### src/rtl/literal_resolution_merge_top_defines.svh
// assertion macros for the literal resolution merge block
`ifndef LITERAL_RESOLUTION_MERGE_TOP_DEFINES_SVH
`define LITERAL_RESOLUTION_MERGE_TOP_DEFINES_SVH

// same-cycle implication, sampled on clock, off during reset
`define LRM_ASSERT_NOW(label, ante, cons, msg) \
   label: assert property (@(posedge clock) disable iff (reset) (ante) |-> (cons)) \
      else $error(msg);

// next-cycle implication, sampled on clock, off during reset
`define LRM_ASSERT_NEXT(label, ante, cons, msg) \
   label: assert property (@(posedge clock) disable iff (reset) (ante) |=> (cons)) \
      else $error(msg);

`endif

### src/rtl/lrm_pkg.sv
// shared constants and controller/datapath interface types for the literal merge
package lrm_pkg;

   localparam int MAX_VARS_DEF  = 16384;
   localparam int WORD_BITS_DEF = 512;

   localparam int MODE_W  = 2;
   localparam int KIND_W  = 2;
   localparam int LIT_W   = 16;
   localparam int NET_W   = 15;
   localparam int SEEN_W  = 64;
   localparam int CSR_W   = 6;

   localparam logic [CSR_W-1:0]  CLEAR_WORDS_RST = 6'd32;
   localparam logic [1:0]        BOTH_POLARITIES = 2'b11;
   localparam logic [1:0]        POL_POS         = 2'b01;
   localparam logic [1:0]        POL_NEG         = 2'b10;

   localparam logic [MODE_W-1:0] MODE_LITERAL = 2'd0;
   localparam logic [MODE_W-1:0] MODE_END     = 2'd1;
   localparam logic [MODE_W-1:0] MODE_CLEAR   = 2'd2;

   localparam logic [KIND_W-1:0] KIND_LITERAL = 2'd0;
   localparam logic [KIND_W-1:0] KIND_END     = 2'd1;
   localparam logic [KIND_W-1:0] KIND_COUNT   = 2'd2;

   typedef struct packed {
      logic lookup;
      logic commit;
      logic emit_end;
      logic emit_count;
      logic clear_start;
      logic sweep_step;
   } cmd_type;

   typedef struct packed {
      logic lit_ok;
      logic lit_emit;
      logic out_free;
      logic sweep_done;
   } stat_type;

endpackage

### src/rtl/lrm_ctrl.sv
// sequencing state machine for the literal merge
module lrm_ctrl
   import lrm_pkg::*;
(
   input  logic              clock,
   input  logic              reset,
   input  logic              req_valid,
   input  logic [MODE_W-1:0] req_mode,
   input  stat_type          stat,
   output logic              req_ready,
   output cmd_type           cmd
);

   typedef enum logic [2:0] {
      ST_CLEAR,
      ST_IDLE,
      ST_UPDATE,
      ST_END_MARK,
      ST_END_COUNT
   } state_type;

   state_type state_ff, state_in;
   logic      ready_ff, ready_in;
   logic      accept;

   assign accept    = req_valid && ready_ff;
   assign req_ready = ready_ff;
   assign ready_in  = (state_in == ST_IDLE);

   always_comb begin
      cmd      = '0;
      state_in = state_ff;
      case (state_ff)
         ST_IDLE: begin
            if (accept) begin
               case (req_mode)
                  MODE_LITERAL: begin
                     if (stat.lit_ok) begin
                        cmd.lookup = 1'b1;
                        state_in   = ST_UPDATE;
                     end
                  end
                  MODE_END: begin
                     state_in = ST_END_MARK;
                  end
                  MODE_CLEAR: begin
                     cmd.clear_start = 1'b1;
                     state_in        = ST_CLEAR;
                  end
                  default: begin
                     state_in = ST_IDLE;
                  end
               endcase
            end
         end
         ST_UPDATE: begin
            if (!stat.lit_emit || stat.out_free) begin
               cmd.commit = 1'b1;
               state_in   = ST_IDLE;
            end
         end
         ST_END_MARK: begin
            if (stat.out_free) begin
               cmd.emit_end = 1'b1;
               state_in     = ST_END_COUNT;
            end
         end
         ST_END_COUNT: begin
            if (stat.out_free) begin
               cmd.emit_count = 1'b1;
               state_in       = ST_IDLE;
            end
         end
         ST_CLEAR: begin
            if (stat.sweep_done) begin
               state_in = ST_IDLE;
            end else begin
               cmd.sweep_step = 1'b1;
            end
         end
         default: begin
            state_in = ST_IDLE;
         end
      endcase
   end

   always_ff @(posedge clock) begin
      if (reset) begin
         state_ff <= ST_CLEAR;
         ready_ff <= 1'b0;
      end else begin
         state_ff <= state_in;
         ready_ff <= ready_in;
      end
   end

endmodule

### config.mk
export PLATFORM = sky130hd
export DESIGN_NAME = lrm_ctrl
export DESIGN_NICKNAME = d
export VERILOG_FILES = /design/src/rtl/literal_resolution_merge_top_defines.svh /design/src/rtl/lrm_pkg.sv /design/src/rtl/lrm_ctrl.sv
export SDC_FILE = /design/constraint.sdc
export NUM_CORES = 1
export LEC_CHECK = 0
export BUFFER_PORTS_ARGS = -buffer_cell sky130_fd_sc_hd__clkbuf_2
export CORE_AREA = 2 2 39 41
export CTS_CLUSTER_SIZE = 28
export DETAILED_ROUTE_END_ITERATION = 10
export DIE_AREA = 0 0 41 43
export GPL_TIMING_DRIVEN = 0
export HOLD_SLACK_MARGIN = 0.08
export MAX_ROUTING_LAYER = met4
export PLACE_DENSITY = 0.57
export SYNTH_ARGS = -nofsm -noshare
export SYNTH_HDL_FRONTEND = slang
export SYNTH_SLANG_ARGS = --single-unit
### constraint.sdc
create_clock -name clock -period 2.3 [get_ports clock]
set_clock_uncertainty 0.1 [all_clocks]
set_input_delay 0.345 -clock clock [delete_from_list [all_inputs] [get_ports clock]]
set_output_delay 0.345 -clock clock [all_outputs]
set_load 0.03 [all_outputs]
==> results.txt <==
----------------------------------------------------
[Run status]
  Outcome ... completed

[Logic synthesis]
  Share of the synthesized area in the top cell type ... 26.8%
  Mapped Avg Cell Area ... between 8 and 9 µm²
  Post-Syn Area ... between 200 and 300 µm²
  Ys flop type ... sky130_fd_sc_hd__dfxtp_1
  EDFF count, synth ... 0
  Part of the Yosys area used for sequential elements ... between 20% and 30%
  Net count after synthesis ... 46
  Most frequent cells after synthesis ... sky130_fd_sc_hd__nor2_1 (6), sky130_fd_sc_hd__dfxtp_1 (4), sky130_fd_sc_hd__nand2_1 (3)
  Cell accounting for the most synthesized area ... sky130_fd_sc_hd__dfxtp_1
  Flip-flop and latch count after synthesis ... 4
  Cell variety after synth ... 21
  Fraction of registers with async set or reset after synthesis ... 0%
  Synth Instances ... 37
  Number of warnings issued by yosys ... 0
  Area contributors post-synth ... sky130_fd_sc_hd__dfxtp_1 (27%), sky130_fd_sc_hd__nor2_1 (7.5%), sky130_fd_sc_hd__nor2_8 (6.7%)
  Most frequently used cell type in the post-synthesis netlist ... sky130_fd_sc_hd__nor2_1

[GRT]
  Overall routing resource usage ... 9.67%
  Wire length of the first global-routing pass ... 1.08 mm
  Largest net degree at the start of global routing ... 10
  Number of global-route vias before repair ... 293
  Number of antenna violations at the first check in global routing ... 0
  Total global routing overflow ... 0

[Route]
  DRC marker count from the first detailed-route iteration ... 1
  Average via count per standard cell ... ~4.7
  Residual antenna-violating net count after detailed routing ... 0
  Drt wl/cell ... between 9 and 10 µm
  Total wire length ... approximately 660 µm
  Number of vias in the routed layout ... between 300 and 400
  Number of detailed-route iterations in the first pass ... 3
  Total DRC errors in the routed layout ... 0

[STA]
  Total negative slack for setup checks ... 0 ps
  Setup Viol. Count Final ... 0
  RSZ-0062 raised after global routing ... no
  Maximum clock frequency ... about 540 MHz
  Setup slack after layout ... approximately 450 ps
  Slew at the pin with the worst max-slew slack ... between 200 and 300 ps
  Pins Over Slew Limit ... 0
  Worst-case headroom to the max-slew limit ... between 80% and 90%
  Final cycle utilization of the critical path ... between 80% and 90%
  Fin. Hold Viols ... 0
  Min cycle time layout ... about 1800 ps

[Power]
  Worst supply voltage drop on vdd ... ~0.23 mV
  Combinational Power Share ... 24.5%
  Leakage Power ... 0.187 nW
  Switching power total ... just under 0.06 mW
  Net Sw Frac ... a little over a quarter
  Power Total ... approximately 0.21 mW
  Proportion of power drawn by the clock network ... 39.3%
  Cell Pwr Density ... between 500 and 600 nW/µm²
  Internal power of the cells ... between 0.15 and 0.2 mW
  Relative contribution of sequential cells to total power ... 36.2%

[Cells and area]
  Nets ... 66
  ANT cells ... 0
  Fraction of layout instances using a drive strength above 1 ... around 40%
  Fillers ... ~160
  Synthesis-to-layout area growth ... 39.3%

[Placed design]
  Routability cong. ... slightly above 0.7
  HPWL after detailed placement ... ~550 µm
  Quantity of I/O buffers inserted on ports ... 15
  Setup slack after placement ... slightly below 700 ps

[Floorplan]
  Effective utilization at floorplan ... roughly 22%
  I/O pin count ... 16
  Die span in x ... approximately 40 µm
  Total die area ... 1760 µm²
  Core region area ... about 1400 µm²
  Die Y ... between 40 and 50 µm
  Number of placement rows ... 14

[CTS]
  Root cell of the clock tree ... sky130_fd_sc_hd__clkbuf_4
  Clock slew at reported path FFs ... 30 ps
  Max Buffers Root-to-Sink ... 2
  CTS sink cnt ... 4
  TritonCTS clock tree ... yes
  Post-CTS sizing ... 0
  Total CTS buffers ... 3
  Number of H-tree levels ... 1
  Number of setup buffers added after CTS ... 0
  Number of hold-repair buffers added at the cts stage ... 0
  Clock latency at the later pin of the worst-skew pair ... 230 ps

[Worst setup path]
  Worst endpoint required time ... ~1900 ps
  Cell depth of the worst flop-to-flop path ... 5
  Top fanout value on the critical path ... 7
  Reg2Reg Setup Slack ... 860 ps
  Arrival time of data at the critical path endpoint ... about 1400 ps
  Type of element capturing the critical path ... output pin
  Startpoint-to-endpoint class of the critical path ... register to output pin
  Critical path destination ... cmd[1]
  Destination of the worst register-to-register timing path ... state_ff[1]
  Worst reg2reg startpoint ... state_ff[0]
  Crit path from ... state_ff[1]
  Startpoint type of the worst setup path ... register

[Min path]
  Min-Delay Path Class ... input pin to register

[Job]
  Reported max-cap violation count ... 0

----------------------------------------------------
placed cells by master, fill, tap and decap left out, drive strengths merged, types with 2 or more instances in the layout:
cell type / count
clkbuf: 18
nor2: 7
dfxtp: 4
nand2: 3
nand2b: 3
nor2b: 2
nor4: 2
nor4b: 2
a21oi: 2
a2bb2oi: 2
worst min-delay path by stage:
stage,from,to,slack (ps),cells after the start
final,reset,state_ff[2],220,2
after detailed placement,reset,state_ff[0],460,2
after global placement,reset,state_ff[1],450,2
after global routing,reset,state_ff[1],230,2
after CTS,reset,state_ff[2],210,2
after floorplan,reset,state_ff[1],320,1
power groups by stage:
stage	sequential (mW)	combinational (mW)	clock, mW
floorplan	0.0809	0.0285	0
global route	0.0769	0.0570	0.0942
detailed placement	0.0775	0.0517	0
CTS	0.0764	0.0519	0.0876
finish	0.0764	0.0517	0.0830
global placement	0.0775	0.0514	0
cell families (layout without fill, tap and decap cells):
family | count (synthesis) | after routing | synth area share (%)
flip-flops | 4 | 4 | 26.8
AO/OA/AOI/OAI | 7 | 7 | 15.9
AND/OR/NAND/NOR | 24 | 24 | 52.3
buffers and inverters | 2 | 20 | 5.02
state kept, by name (all words and copies together), names as in the netlist:
| signal | flops |
|---|---|
| req_ready | 1 |
| state_ff | 3 |
cell type report:
cell class	instances	area, µm²	share of cell area (%)
Inverter	1	3.75	0.901
Tap cell	16	20.0	4.80
Multi-Input combinational cell	31	204	48.9
Clock buffer	3	22.5	5.41
Sequential cell	4	80.1	19.2
Timing Repair Buffer	15	75.1	18.0
Buffer	1	11.3	2.70
routing by layer:
| metal | vias up | wire length (µm) | track usage [%] |
|---|---|---|---|
| met2 | 6 | 343 | 12.8 |
| li1 | 174 | - | - |
| met3 | 0 | 26 | 3.14 |
| met1 | 154 | 292 | 11.3 |
| met5 | - | 0 | - |
| met4 | 0 | 0 | 8.00 |
critical path, stage by stage, from the launching register on:
cell and delay, ps:
sky130_fd_sc_hd__dfxtp_1 360, sky130_fd_sc_hd__nor2_1 160, sky130_fd_sc_hd__nand2_1 110, sky130_fd_sc_hd__nor4b_1 290, sky130_fd_sc_hd__clkbuf_2 260
through the flow:
step / std cells / area (µm²) / hold slack (ps) / util (%)
3_3_place_gp: 68 / 394 / 455 / 28.5
2_1_floorplan: 37 / 299 / 317 / -
4_1_cts: 71 / 417 / 213 / 30.1
5_1_grt: 71 / 417 / 228 / 30.1
3_5_place_dp: 68 / 394 / 458 / 28.5
6_report: 71 / 417 / 223 / 30.1
Power figures use the tool's default switching activity.
